<file path="src/hdl/erate_pkg.sv">
`timescale 1ns / 1ps
// ----------------------------------------------------------------------------
// Encoder rate estimator package
// Shared types, command codes, register indexes and datapath widths for the
// bit-serial encoder rate estimator.
// ----------------------------------------------------------------------------
package erate_pkg;

   // Fixed field widths
   localparam int CNT_W  = 16;
   localparam int CFG17_W = 17;
   localparam int WORD_W = 32;

   // Serial multiplier: multiplicand/product width and multiplier width
   localparam int MUL_A_W = 84;
   localparam int MUL_B_W = 32;

   // Serial divider width
   localparam int DIV_W = 32;

   // Constants of the rate computation
   localparam logic [MUL_B_W-1:0] US_PER_SECOND = 32'd1000000;
   localparam logic [CFG17_W-1:0] ALPHA_ONE     = 17'd65536;
   localparam logic [WORD_W-1:0]  RATE_POS_MAX  = 32'h7FFF_FFFF;
   localparam logic [WORD_W-1:0]  RATE_NEG_MAG  = 32'h8000_0000;

   // Configuration register indexes
   localparam logic [1:0] CSR_PULSES_PER_PERIOD = 2'd0;
   localparam logic [1:0] CSR_RADIANS_PER_PULSE = 2'd1;
   localparam logic [1:0] CSR_SMOOTHING_FACTOR  = 2'd2;

   // Reset values of the configuration registers
   localparam logic [CFG17_W-1:0] PPP_RESET = 17'd65536;
   localparam logic [CFG17_W-1:0] SF_RESET  = 17'd65536;

   typedef enum logic [1:0] {
      CMD_WRAP_UP   = 2'd0,
      CMD_WRAP_DOWN = 2'd1,
      CMD_SAMPLE    = 2'd2,
      CMD_RESTART   = 2'd3
   } cmd_type;

   typedef enum logic [3:0] {
      ST_IDLE,
      ST_PULSE,
      ST_DELTA,
      ST_RATE,
      ST_SCALE,
      ST_DIV,
      ST_EMA,
      ST_SMOOTH,
      ST_FINISH
   } state_type;

   typedef struct packed {
      logic [1:0]        command;
      logic [CNT_W-1:0]  counter_value;
      logic [WORD_W-1:0] time_us;
   } req_type;

   typedef struct packed {
      logic signed [WORD_W-1:0] pulse_count;
      logic signed [WORD_W-1:0] raw_rate;
      logic signed [WORD_W-1:0] smoothed_rate;
      logic                     time_error;
   } rsp_type;

   typedef struct packed {
      logic               start;
      logic [MUL_A_W-1:0] mcand;
      logic [MUL_B_W-1:0] mplier;
   } mul_req_type;

   typedef struct packed {
      logic             start;
      logic [DIV_W-1:0] rem_init;
      logic [DIV_W-1:0] dividend;
      logic [DIV_W-1:0] divisor;
   } div_req_type;

endpackage

</file>
<file path="src/hdl/erate_ser_mul.sv">
`timescale 1ns / 1ps
// ----------------------------------------------------------------------------
// Bit-serial shift-add multiplier
// Consumes one multiplier bit per cycle and finishes as soon as the remaining
// multiplier bits are all zero. The product wraps modulo 2^MUL_A_W.
// ----------------------------------------------------------------------------
module erate_ser_mul
   import erate_pkg::*;
(
   input  logic               clock,
   input  logic               reset,
   input  mul_req_type        mul_req,
   output logic               mul_done,
   output logic [MUL_A_W-1:0] mul_prod
);

   logic               run_ff;
   logic [MUL_A_W-1:0] acc_ff;
   logic [MUL_A_W-1:0] mcand_ff;
   logic [MUL_B_W-1:0] mplier_ff;

   // The product is complete once no multiplier bits remain.
   assign mul_done = run_ff && (mplier_ff == '0);
   assign mul_prod = acc_ff;

   // Control: a start takes priority over the completion of a previous run.
   always_ff @(posedge clock) begin
      if (reset) begin
         run_ff <= 1'b0;
      end else if (mul_req.start) begin
         run_ff <= 1'b1;
      end else if (mul_done) begin
         run_ff <= 1'b0;
      end
   end

   // Datapath: add the shifted multiplicand for each set multiplier bit.
   always_ff @(posedge clock) begin
      if (mul_req.start) begin
         acc_ff    <= '0;
         mcand_ff  <= mul_req.mcand;
         mplier_ff <= mul_req.mplier;
      end else if (run_ff && !mul_done) begin
         if (mplier_ff[0]) begin
            acc_ff <= acc_ff + mcand_ff;
         end
         mcand_ff  <= {mcand_ff[MUL_A_W-2:0], 1'b0};
         mplier_ff <= {1'b0, mplier_ff[MUL_B_W-1:1]};
      end
   end

endmodule

</file>
<file path="src/hdl/erate_ser_div.sv">
`timescale 1ns / 1ps
// ----------------------------------------------------------------------------
// Bit-serial restoring divider
// Divides {rem_init, dividend} by divisor, one quotient bit per cycle. The
// caller guarantees rem_init < divisor, so the quotient fits DIV_W bits.
// ----------------------------------------------------------------------------
module erate_ser_div
   import erate_pkg::*;
(
   input  logic             clock,
   input  logic             reset,
   input  div_req_type      div_req,
   output logic             div_done,
   output logic [DIV_W-1:0] div_quo
);

   localparam int CntW = $clog2(DIV_W + 1);

   logic             run_ff;
   logic [CntW-1:0]  count_ff;
   logic [DIV_W-1:0] rem_ff;
   logic [DIV_W-1:0] quo_ff;
   logic [DIV_W-1:0] dsr_ff;
   logic [DIV_W:0]   trial;

   assign div_done = run_ff && (count_ff == '0);
   assign div_quo  = quo_ff;

   // Trial subtraction of the divisor from the shifted partial remainder.
   assign trial = {rem_ff, quo_ff[DIV_W-1]} - {1'b0, dsr_ff};

   // Control: run flag and step counter.
   always_ff @(posedge clock) begin
      if (reset) begin
         run_ff   <= 1'b0;
         count_ff <= '0;
      end else if (div_req.start) begin
         run_ff   <= 1'b1;
         count_ff <= CntW'(DIV_W);
      end else if (div_done) begin
         run_ff <= 1'b0;
      end else if (run_ff) begin
         count_ff <= count_ff - 1'b1;
      end
   end

   // Datapath: quotient bits shift in where dividend bits shift out.
   always_ff @(posedge clock) begin
      if (div_req.start) begin
         rem_ff <= div_req.rem_init;
         quo_ff <= div_req.dividend;
         dsr_ff <= div_req.divisor;
      end else if (run_ff && !div_done) begin
         if (!trial[DIV_W]) begin
            rem_ff <= trial[DIV_W-1:0];
            quo_ff <= {quo_ff[DIV_W-2:0], 1'b1};
         end else begin
            rem_ff <= {rem_ff[DIV_W-2:0], quo_ff[DIV_W-1]};
            quo_ff <= {quo_ff[DIV_W-2:0], 1'b0};
         end
      end
   end

endmodule

</file>
<file path="src/hdl/encoder_rate_estimator_unit.sv">
`timescale 1ns / 1ps
// Wrap and restart transactions update the state while idle; the next transaction is taken in the following cycle.
// A sample transaction runs from acceptance to result through a bit-serial multiplier,
// which computes up to four products, and a divider, which runs at most once.
// Multiplier runs end early when the remaining operand bits are zero; one sample at a time.
// Synchronous active-high reset clears the state, the handshake and restores register defaults.
// ----------------------------------------------------------------------------
// Encoder rate estimator
// Extends a wrapping encoder counter into a pulse count, derives a Q16.16
// angular rate from successive samples and keeps an exponential average.
// ----------------------------------------------------------------------------
module encoder_rate_estimator_unit
   import erate_pkg::*;
#(
   parameter int COUNTER_BITS = 16
) (
   input  logic        clock,
   input  logic        reset,
   // Request channel
   input  logic        req_valid,
   output logic        req_stall,
   input  req_type     req_data,
   // Response channel
   output logic        rsp_valid,
   input  logic        rsp_stall,
   output rsp_type     rsp_data,
   // Register write channel
   input  logic        csr_valid,
   output logic        csr_ready,
   input  logic [1:0]  csr_index,
   input  logic [31:0] csr_wdata
);

   // Only the low counter bits that exist in hardware are used.
   localparam int CntUsed = (COUNTER_BITS < CNT_W) ? COUNTER_BITS : CNT_W;
   localparam logic [CNT_W-1:0] CntMask = CNT_W'((33'd1 << CntUsed) - 33'd1);

   state_type            state_ff, state_in;
   logic [CFG17_W-1:0]   ppp_ff, ppp_in;
   logic [WORD_W-1:0]    rpp_ff, rpp_in;
   logic [CFG17_W-1:0]   sf_ff, sf_in;
   logic [WORD_W-1:0]    period_ff, period_in;
   logic [WORD_W-1:0]    last_pulses_ff, last_pulses_in;
   logic [WORD_W-1:0]    last_time_ff, last_time_in;
   logic [WORD_W-1:0]    average_ff, average_in;
   logic [CNT_W-1:0]     counter_ff, counter_in;
   logic [WORD_W-1:0]    now_ff, now_in;
   logic [WORD_W-1:0]    dt_ff, dt_in;
   logic [WORD_W-1:0]    pulses_ff, pulses_in;
   logic                 neg_ff, neg_in;
   logic                 terr_ff, terr_in;
   logic [WORD_W-1:0]    raw_ff, raw_in;
   logic                 rsp_valid_ff, rsp_valid_in;
   rsp_type              rsp_data_ff, rsp_data_in;

   mul_req_type          mul_req;
   logic                 mul_done;
   logic [MUL_A_W-1:0]   mul_prod;
   div_req_type          div_req;
   logic                 div_done;
   logic [DIV_W-1:0]     div_quo;

   logic                 accept_req;
   logic                 rsp_free;
   logic [WORD_W-1:0]    pulse_sum;
   logic [WORD_W-1:0]    dpulse;
   logic [WORD_W-1:0]    mag;
   logic [WORD_W-1:0]    limit;
   logic [WORD_W-1:0]    sat_q;
   logic [WORD_W:0]      diff;
   logic [CFG17_W-1:0]   alpha;

   // Shared bit-serial multiplier
   erate_ser_mul u_mul (
      .clock    (clock),
      .reset    (reset),
      .mul_req  (mul_req),
      .mul_done (mul_done),
      .mul_prod (mul_prod)
   );

   // Serial divider for the time normalisation
   erate_ser_div u_div (
      .clock    (clock),
      .reset    (reset),
      .div_req  (div_req),
      .div_done (div_done),
      .div_quo  (div_quo)
   );

   // Handshake signals.
   assign req_stall  = (state_ff != ST_IDLE);
   assign accept_req = req_valid && !req_stall;
   assign rsp_free   = !rsp_valid_ff || !rsp_stall;
   assign rsp_valid  = rsp_valid_ff;
   assign rsp_data   = rsp_data_ff;
   assign csr_ready  = 1'b1;

   // Arithmetic helpers taken from registered values.
   assign pulse_sum = mul_prod[WORD_W-1:0] + {{(WORD_W-CNT_W){1'b0}}, counter_ff};
   assign dpulse    = pulses_ff - last_pulses_ff;
   assign mag       = dpulse[WORD_W-1] ? (32'd0 - dpulse) : dpulse;
   assign limit     = neg_ff ? RATE_NEG_MAG : RATE_POS_MAX;
   assign sat_q     = (div_quo > limit) ? limit : div_quo;
   assign diff      = {raw_ff[WORD_W-1], raw_ff} - {average_ff[WORD_W-1], average_ff};
   assign alpha     = (sf_ff > ALPHA_ONE) ? ALPHA_ONE : sf_ff;

   // Sequencer: next state, register updates and unit requests.
   always_comb begin
      state_in       = state_ff;
      ppp_in         = ppp_ff;
      rpp_in         = rpp_ff;
      sf_in          = sf_ff;
      period_in      = period_ff;
      last_pulses_in = last_pulses_ff;
      last_time_in   = last_time_ff;
      average_in     = average_ff;
      counter_in     = counter_ff;
      now_in         = now_ff;
      dt_in          = dt_ff;
      pulses_in      = pulses_ff;
      neg_in         = neg_ff;
      terr_in        = terr_ff;
      raw_in         = raw_ff;
      rsp_valid_in   = rsp_valid_ff && rsp_stall;
      rsp_data_in    = rsp_data_ff;
      mul_req        = '0;
      div_req        = '0;

      // Register writes are to arrive only while the block is idle; the block itself does not enforce this.
      if (csr_valid && csr_ready) begin
         case (csr_index)
            CSR_PULSES_PER_PERIOD: ppp_in = csr_wdata[CFG17_W-1:0];
            CSR_RADIANS_PER_PULSE: rpp_in = csr_wdata;
            CSR_SMOOTHING_FACTOR:  sf_in  = csr_wdata[CFG17_W-1:0];
            default: ;
         endcase
      end

      case (state_ff)
         ST_IDLE: begin
            if (accept_req) begin
               case (cmd_type'(req_data.command))
                  CMD_WRAP_UP:   period_in = period_ff + 32'd1;
                  CMD_WRAP_DOWN: period_in = period_ff - 32'd1;
                  CMD_RESTART: begin
                     period_in      = '0;
                     last_pulses_in = '0;
                     average_in     = '0;
                     last_time_in   = req_data.time_us;
                  end
                  CMD_SAMPLE: begin
                     counter_in     = req_data.counter_value & CntMask;
                     now_in         = req_data.time_us;
                     dt_in          = req_data.time_us - last_time_ff;
                     mul_req.start  = 1'b1;
                     mul_req.mcand  = {{(MUL_A_W-WORD_W){1'b0}}, period_ff};
                     mul_req.mplier = {{(MUL_B_W-CFG17_W){1'b0}}, ppp_ff};
                     state_in       = ST_PULSE;
                  end
                  default: ;
               endcase
            end
         end

         // Extended count from period, pulses per period and counter, doubled into pulses.
         ST_PULSE: begin
            if (mul_done) begin
               pulses_in = {pulse_sum[WORD_W-2:0], 1'b0};
               terr_in   = (dt_ff == '0);
               state_in  = ST_DELTA;
            end
         end

         // Pulse delta as sign and magnitude.
         ST_DELTA: begin
            neg_in = dpulse[WORD_W-1];
            if (terr_ff) begin
               raw_in   = '0;
               state_in = ST_EMA;
            end else begin
               mul_req.start  = 1'b1;
               mul_req.mcand  = {{(MUL_A_W-WORD_W){1'b0}}, mag};
               mul_req.mplier = rpp_ff;
               state_in       = ST_RATE;
            end
         end

         // Angle product scaled by the microseconds per second.
         ST_RATE: begin
            if (mul_done) begin
               mul_req.start  = 1'b1;
               mul_req.mcand  = {{(MUL_A_W-2*WORD_W){1'b0}}, mul_prod[2*WORD_W-1:0]};
               mul_req.mplier = US_PER_SECOND;
               state_in       = ST_SCALE;
            end
         end

         // Drop twelve fraction bits; saturate when the quotient needs more
         // than 32 bits, otherwise run the divider.
         ST_SCALE: begin
            if (mul_done) begin
               if (mul_prod[83:44] >= {8'd0, dt_ff}) begin
                  raw_in   = neg_ff ? RATE_NEG_MAG : RATE_POS_MAX;
                  state_in = ST_EMA;
               end else begin
                  div_req.start    = 1'b1;
                  div_req.rem_init = mul_prod[75:44];
                  div_req.dividend = mul_prod[43:12];
                  div_req.divisor  = dt_ff;
                  state_in         = ST_DIV;
               end
            end
         end

         // Saturate the magnitude and restore the sign.
         ST_DIV: begin
            if (div_done) begin
               raw_in   = neg_ff ? (32'd0 - sat_q) : sat_q;
               state_in = ST_EMA;
            end
         end

         // Weighted difference for the moving average.
         ST_EMA: begin
            mul_req.start  = 1'b1;
            mul_req.mcand  = {{(MUL_A_W-WORD_W-1){diff[WORD_W]}}, diff};
            mul_req.mplier = {{(MUL_B_W-CFG17_W){1'b0}}, alpha};
            state_in       = ST_SMOOTH;
         end

         // Floor division by 2^16 is an arithmetic shift of the product.
         ST_SMOOTH: begin
            if (mul_done) begin
               average_in     = average_ff + mul_prod[47:16];
               last_pulses_in = pulses_ff;
               last_time_in   = now_ff;
               state_in       = ST_FINISH;
            end
         end

         // Hand the result to the output register once it is free.
         ST_FINISH: begin
            if (rsp_free) begin
               rsp_valid_in              = 1'b1;
               rsp_data_in.pulse_count   = pulses_ff;
               rsp_data_in.raw_rate      = raw_ff;
               rsp_data_in.smoothed_rate = average_ff;
               rsp_data_in.time_error    = terr_ff;
               state_in                  = ST_IDLE;
            end
         end

         default: state_in = ST_IDLE;
      endcase
   end

   // Control and architectural state registers.
   always_ff @(posedge clock) begin
      if (reset) begin
         state_ff       <= ST_IDLE;
         ppp_ff         <= PPP_RESET;
         rpp_ff         <= '0;
         sf_ff          <= SF_RESET;
         period_ff      <= '0;
         last_pulses_ff <= '0;
         last_time_ff   <= '0;
         average_ff     <= '0;
         rsp_valid_ff   <= 1'b0;
      end else begin
         state_ff       <= state_in;
         ppp_ff         <= ppp_in;
         rpp_ff         <= rpp_in;
         sf_ff          <= sf_in;
         period_ff      <= period_in;
         last_pulses_ff <= last_pulses_in;
         last_time_ff   <= last_time_in;
         average_ff     <= average_in;
         rsp_valid_ff   <= rsp_valid_in;
      end
   end

   // Working payload registers.
   always_ff @(posedge clock) begin
      counter_ff  <= counter_in;
      now_ff      <= now_in;
      dt_ff       <= dt_in;
      pulses_ff   <= pulses_in;
      neg_ff      <= neg_in;
      terr_ff     <= terr_in;
      raw_ff      <= raw_in;
      rsp_data_ff <= rsp_data_in;
   end

endmodule
</file>
<file path="config.mk">
export PLATFORM = sky130hd
export DESIGN_NAME = encoder_rate_estimator_unit
export DESIGN_NICKNAME = d
export VERILOG_FILES = /design/src/hdl/erate_pkg.sv /design/src/hdl/erate_ser_mul.sv /design/src/hdl/erate_ser_div.sv /design/src/hdl/encoder_rate_estimator_unit.sv
export SDC_FILE = /design/constraint.sdc
export NUM_CORES = 2
export LEC_CHECK = 0
export BUFFER_PORTS_ARGS = -buffer_cell sky130_fd_sc_hd__buf_2
export CORE_ASPECT_RATIO = 0.75
export CORE_UTILIZATION = 40
export CTS_CLUSTER_SIZE = 10
export DETAILED_ROUTE_END_ITERATION = 12
export PLACE_DENSITY = 0.58
export SYNTH_ARGS = -nofsm -noshare
export SYNTH_HDL_FRONTEND = slang
export SYNTH_HIERARCHICAL = 1
export SYNTH_SLANG_ARGS = --single-unit
</file>
<file path="constraint.sdc">
create_clock -name clock -period 8.2 [get_ports clock]
set_clock_uncertainty 0.15 [all_clocks]
set_input_delay 1.23 -clock clock [delete_from_list [all_inputs] [get_ports clock]]
set_output_delay 1.23 -clock clock [all_outputs]
set_load 0.03 [all_outputs]
</file>
==> results.md <==
* Post-Syn Area per Cell at 9.400 um^2
* Core area at 118400 um^2
* Post-synthesis cell type count at 121
* Worst path required time at 8.59 ns
* Hold_buf cts at 0
* Clock Sink Count at 743
* DP HPWL at 104700 um
* Vias in the first global route at 36000
* Worst EP arrival at 5.80 ns
* Fillers at 11380
* Slew Limit Fails at 0
* Netlist Area Pre-Place at 47930 um^2
* ANT nets after route at 0
* CTS-repair resized insts at 0
* Switching Share at 36.95%
* Routed WL at 144100 um
* Setup TNS Final at 0 ns
* Met3 Use GR at 4.605%
* Area of the multi-input gates at 26700 um^2
* Main flop type after synthesis: edfxtp_1
* Placer congestion estimate at 0.9426
* CP Max Fanout at 22
* Drt wl/cell at 21.16 um
* Drt initial violations at 3611
* Clock network fraction of total power at 28.4%
* Post-route cell area at 53020 um^2
* Peak supply drop at 0.0001645 V
* Pre-antenna DRT Iters at 6
* Psw at 4.851 mW
* Reg clk slew, reported paths at 0.06 ns
* Grt ovf at 0
* Worst Tran Pin Value at 1.315 ns
* Initial core utilization at 40.49%
* DIE WIDTH at 401.7 um
* Synth-to-Final Area Change at 10.62%
* Post-Syn Instances at 5099
* RSZ-0062 raised after global routing: false
* Layout cell share with drive strength beyond 1 at 11.28%
* Clock root cell: clkbuf_16
* CTS tree: done
* First-pass GRT wire length at 220400 um
* IO Pins at 189
* Final Power at 13.13 mW
* Num CTS Buffers at 88
* Clk_lat worst skew at 0.72 ns
* Crit end category: flop
* Met2 Use GR at 33.08%
* Die H at 301.8 um
* Fmax at 0.1846 GHz
* Gr usage total at 23.22%
* Most Crowded Layer GR: met1
* DP Area at 50380 um^2
* Largest net degree at the start of global routing at 187
* Yosys warns at 6
* FFs w/ async S/R, synth at 0%
* Final Hold Fails at 0
* Critical path class: input port to flop
* Met1 Resource Use GR at 35.89%
* Cell internal pwr at 8.277 mW
* FF+latch area at 19410 um^2
* Die ar. at 121200 um^2
* DRC violations left at 0
* P_leak at 20.37 nW
* Min-delay worst type: flop to flop
* Max-slew headroom at 12.34%
* Setup violators final at 0
* Post-CTS setup buffer count at 0
* Vias/cell at 5.747
* Fin crit period at 5.416 ns
* Period utilisation layout at 66.05%
* Nets at 5634
* Yosys reg bits at 743
* Syn_nets at 5548
* Post-synthesis sequential area ratio at 40.49%
* Run status: completed
* IO buf count at 186
* Crit start category: input port
* EDFF count, synth at 453
* Comb pwr share at 32.9%
* Flop pwr share at 38.7%
* Pwr dens at 247.6 nW/um^2
* Clock buffer depth at 3
* Via Count at 39160
* Rows at 109
* Worst hold slack at 0.2992 ns
* Antenna violations before repair at 5
* Max Cap Violations at 0
* H-tree depth reported by CTS at 3
state kept, by name, summed over array words and instances, names as in the netlist, 4 cells and up:
register	cells
u_mul/mplier_ff	32
period_ff	32
u_div/div_quo	32
u_mul/mcand_ff	84
sf_ff	17
dt_ff	32
u_mul/mul_prod	84
counter_ff	16
pulses_ff	31
average_ff	32
last_time_ff	32
u_div/count_ff	6
raw_ff	32
state_ff	4
last_pulses_ff	31
u_div/dsr_ff	32
ppp_ff	17
rpp_ff	32
u_div/rem_ff	32
rsp_data	96
now_ff	32
metal layers:
metal	wire length, um	up-vias
li1	-	19040
met1	72940	18790
met2	58460	1196
met3	10310	132
met4	2439	0
met5	0	-
power groups by stage:
| stage | sequential, mW | combinational [mW] | clock (mW) |
|---|---|---|---|
| 2_1_floorplan | 4.88 | 3.23 | 0 |
| 3_3_place_gp | 5.16 | 4.18 | 0 |
| 3_5_place_dp | 5.17 | 4.23 | 0 |
| 4_1_cts | 5.09 | 4.26 | 3.81 |
| 5_1_grt | 5.14 | 4.78 | 3.95 |
| 6_report | 5.09 | 4.32 | 3.72 |
Yosys cell counts, drive strengths merged (47+ instances only):
| master | number | area share (%) |
|---|---|---|
| nand2 | 525 | 4.1 |
| edfxtp | 453 | 28 |
| a21oi | 452 | 4.8 |
| ha | 352 | 9.2 |
| nor2 | 303 | 2.4 |
| dfxtp | 290 | 12 |
| o21ai | 267 | 2.8 |
| inv | 257 | 2.0 |
| clkbuf | 225 | 1.8 |
| a21o | 183 | 2.9 |
| xnor2 | 169 | 3.1 |
| mux2 | 154 | 3.6 |
| and2 | 137 | 1.8 |
| nand3 | 110 | 1.2 |
| xor2 | 105 | 1.9 |
| a211oi | 99 | 1.6 |
| nor3 | 95 | 1.0 |
| nand4 | 71 | 0.93 |
| mux2i | 58 | 1.2 |
| and3 | 47 | 0.62 |
| o21bai | 47 | 0.74 |
layout by cell type, fill, tap and decap left out, types with 43 or more instances in the layout:
cell and instances:
a211oi_1 97, a21o_1 183, a21oi_1 449, a22oi_1 44, and2_1 134, and3_1 43
buf_2 185, buf_4 53, clkbuf_1 57, clkbuf_16 90, dfxtp_1 290, edfxtp_1 453
ha_1 352, inv_1 257, mux2_2 149, mux2i_1 58, nand2_1 523, nand3_1 109
nand4_1 71, nor2_1 295, nor3_1 92, o21a_1 44, o21ai_0 235, o21bai_1 47
xnor2_1 168, xor2_1 105
layout make-up:
cell class | instances | share of cell area (%)
Multi-Input combinational cell | 3853 | 50.35
Sequential cell | 743 | 36.60
Clock buffer | 149 | 4.703
Tap cell | 1554 | 3.667
Timing Repair Buffer | 240 | 2.556
Inverter | 259 | 1.833
Clock inverter | 14 | 0.2808
Antenna cell | 1 | 0.004719
per-stage QoR:
| stage | cells | setup WS [ns] | util, % |
|---|---|---|---|
| final | 6813 | 2.784 | 44.79 |
| after global routing | 6812 | 2.511 | 44.79 |
| after CTS | 6812 | 2.738 | 44.79 |
| after detailed placement | 6649 | 2.258 | 42.56 |
| after global placement | 6649 | 2.381 | 42.56 |
| after floorplan | 5099 | 1.702 | - |
logic make-up (layout without fill, tap and decap cells):
kind of cell,count (synthesis),count (layout),synth area share [%]
simple gates,1531,1531,15.64
compound gates,1474,1474,20.41
flops,743,743,40.49
buf+inv,503,662,4.090
fa+ha+maj,360,360,9.523
xor+xnor,274,274,5.007
mux,212,212,4.829
other cells,2,3,0.01567
path summary, 6_finish.rpt:
| path | startpoint | to | slack [ns] | depth (start not counted) |
|---|---|---|---|---|
| worst min-delay path | rpp_ff[22]$_SDFFE_PP0P_ | rpp_ff[22]$_SDFFE_PP0P_ | 0.30 | 2 |
| worst max register to register | u_mul/mul_prod[61]$_SDFFE_PP0P_ | u_div/rem_ff[10]$_DFFE_PP_ | 2.82 | 13 |
| worst max-delay path | req_data[48] | period_ff[31]$_SDFFE_PP0P_ | 2.78 | 14 |
| worst min register to register | rpp_ff[22]$_SDFFE_PP0P_ | rpp_ff[22]$_SDFFE_PP0P_ | 0.30 | 2 |
critical path: stages:
cell and delay [ns]:
buf_2 0.15, nor2b_2 0.59, buf_4 0.42, ha_1 0.34, a21o_1 0.20, a2111oi_0 0.59, a211o_1 0.18, nor2_1 0.08
a211o_1 0.34, a311oi_1 0.76, o211ai_1 0.16, a31oi_1 0.38, mux2i_1 0.24, a41oi_1 0.13
(Power assumes the default switching activity.)
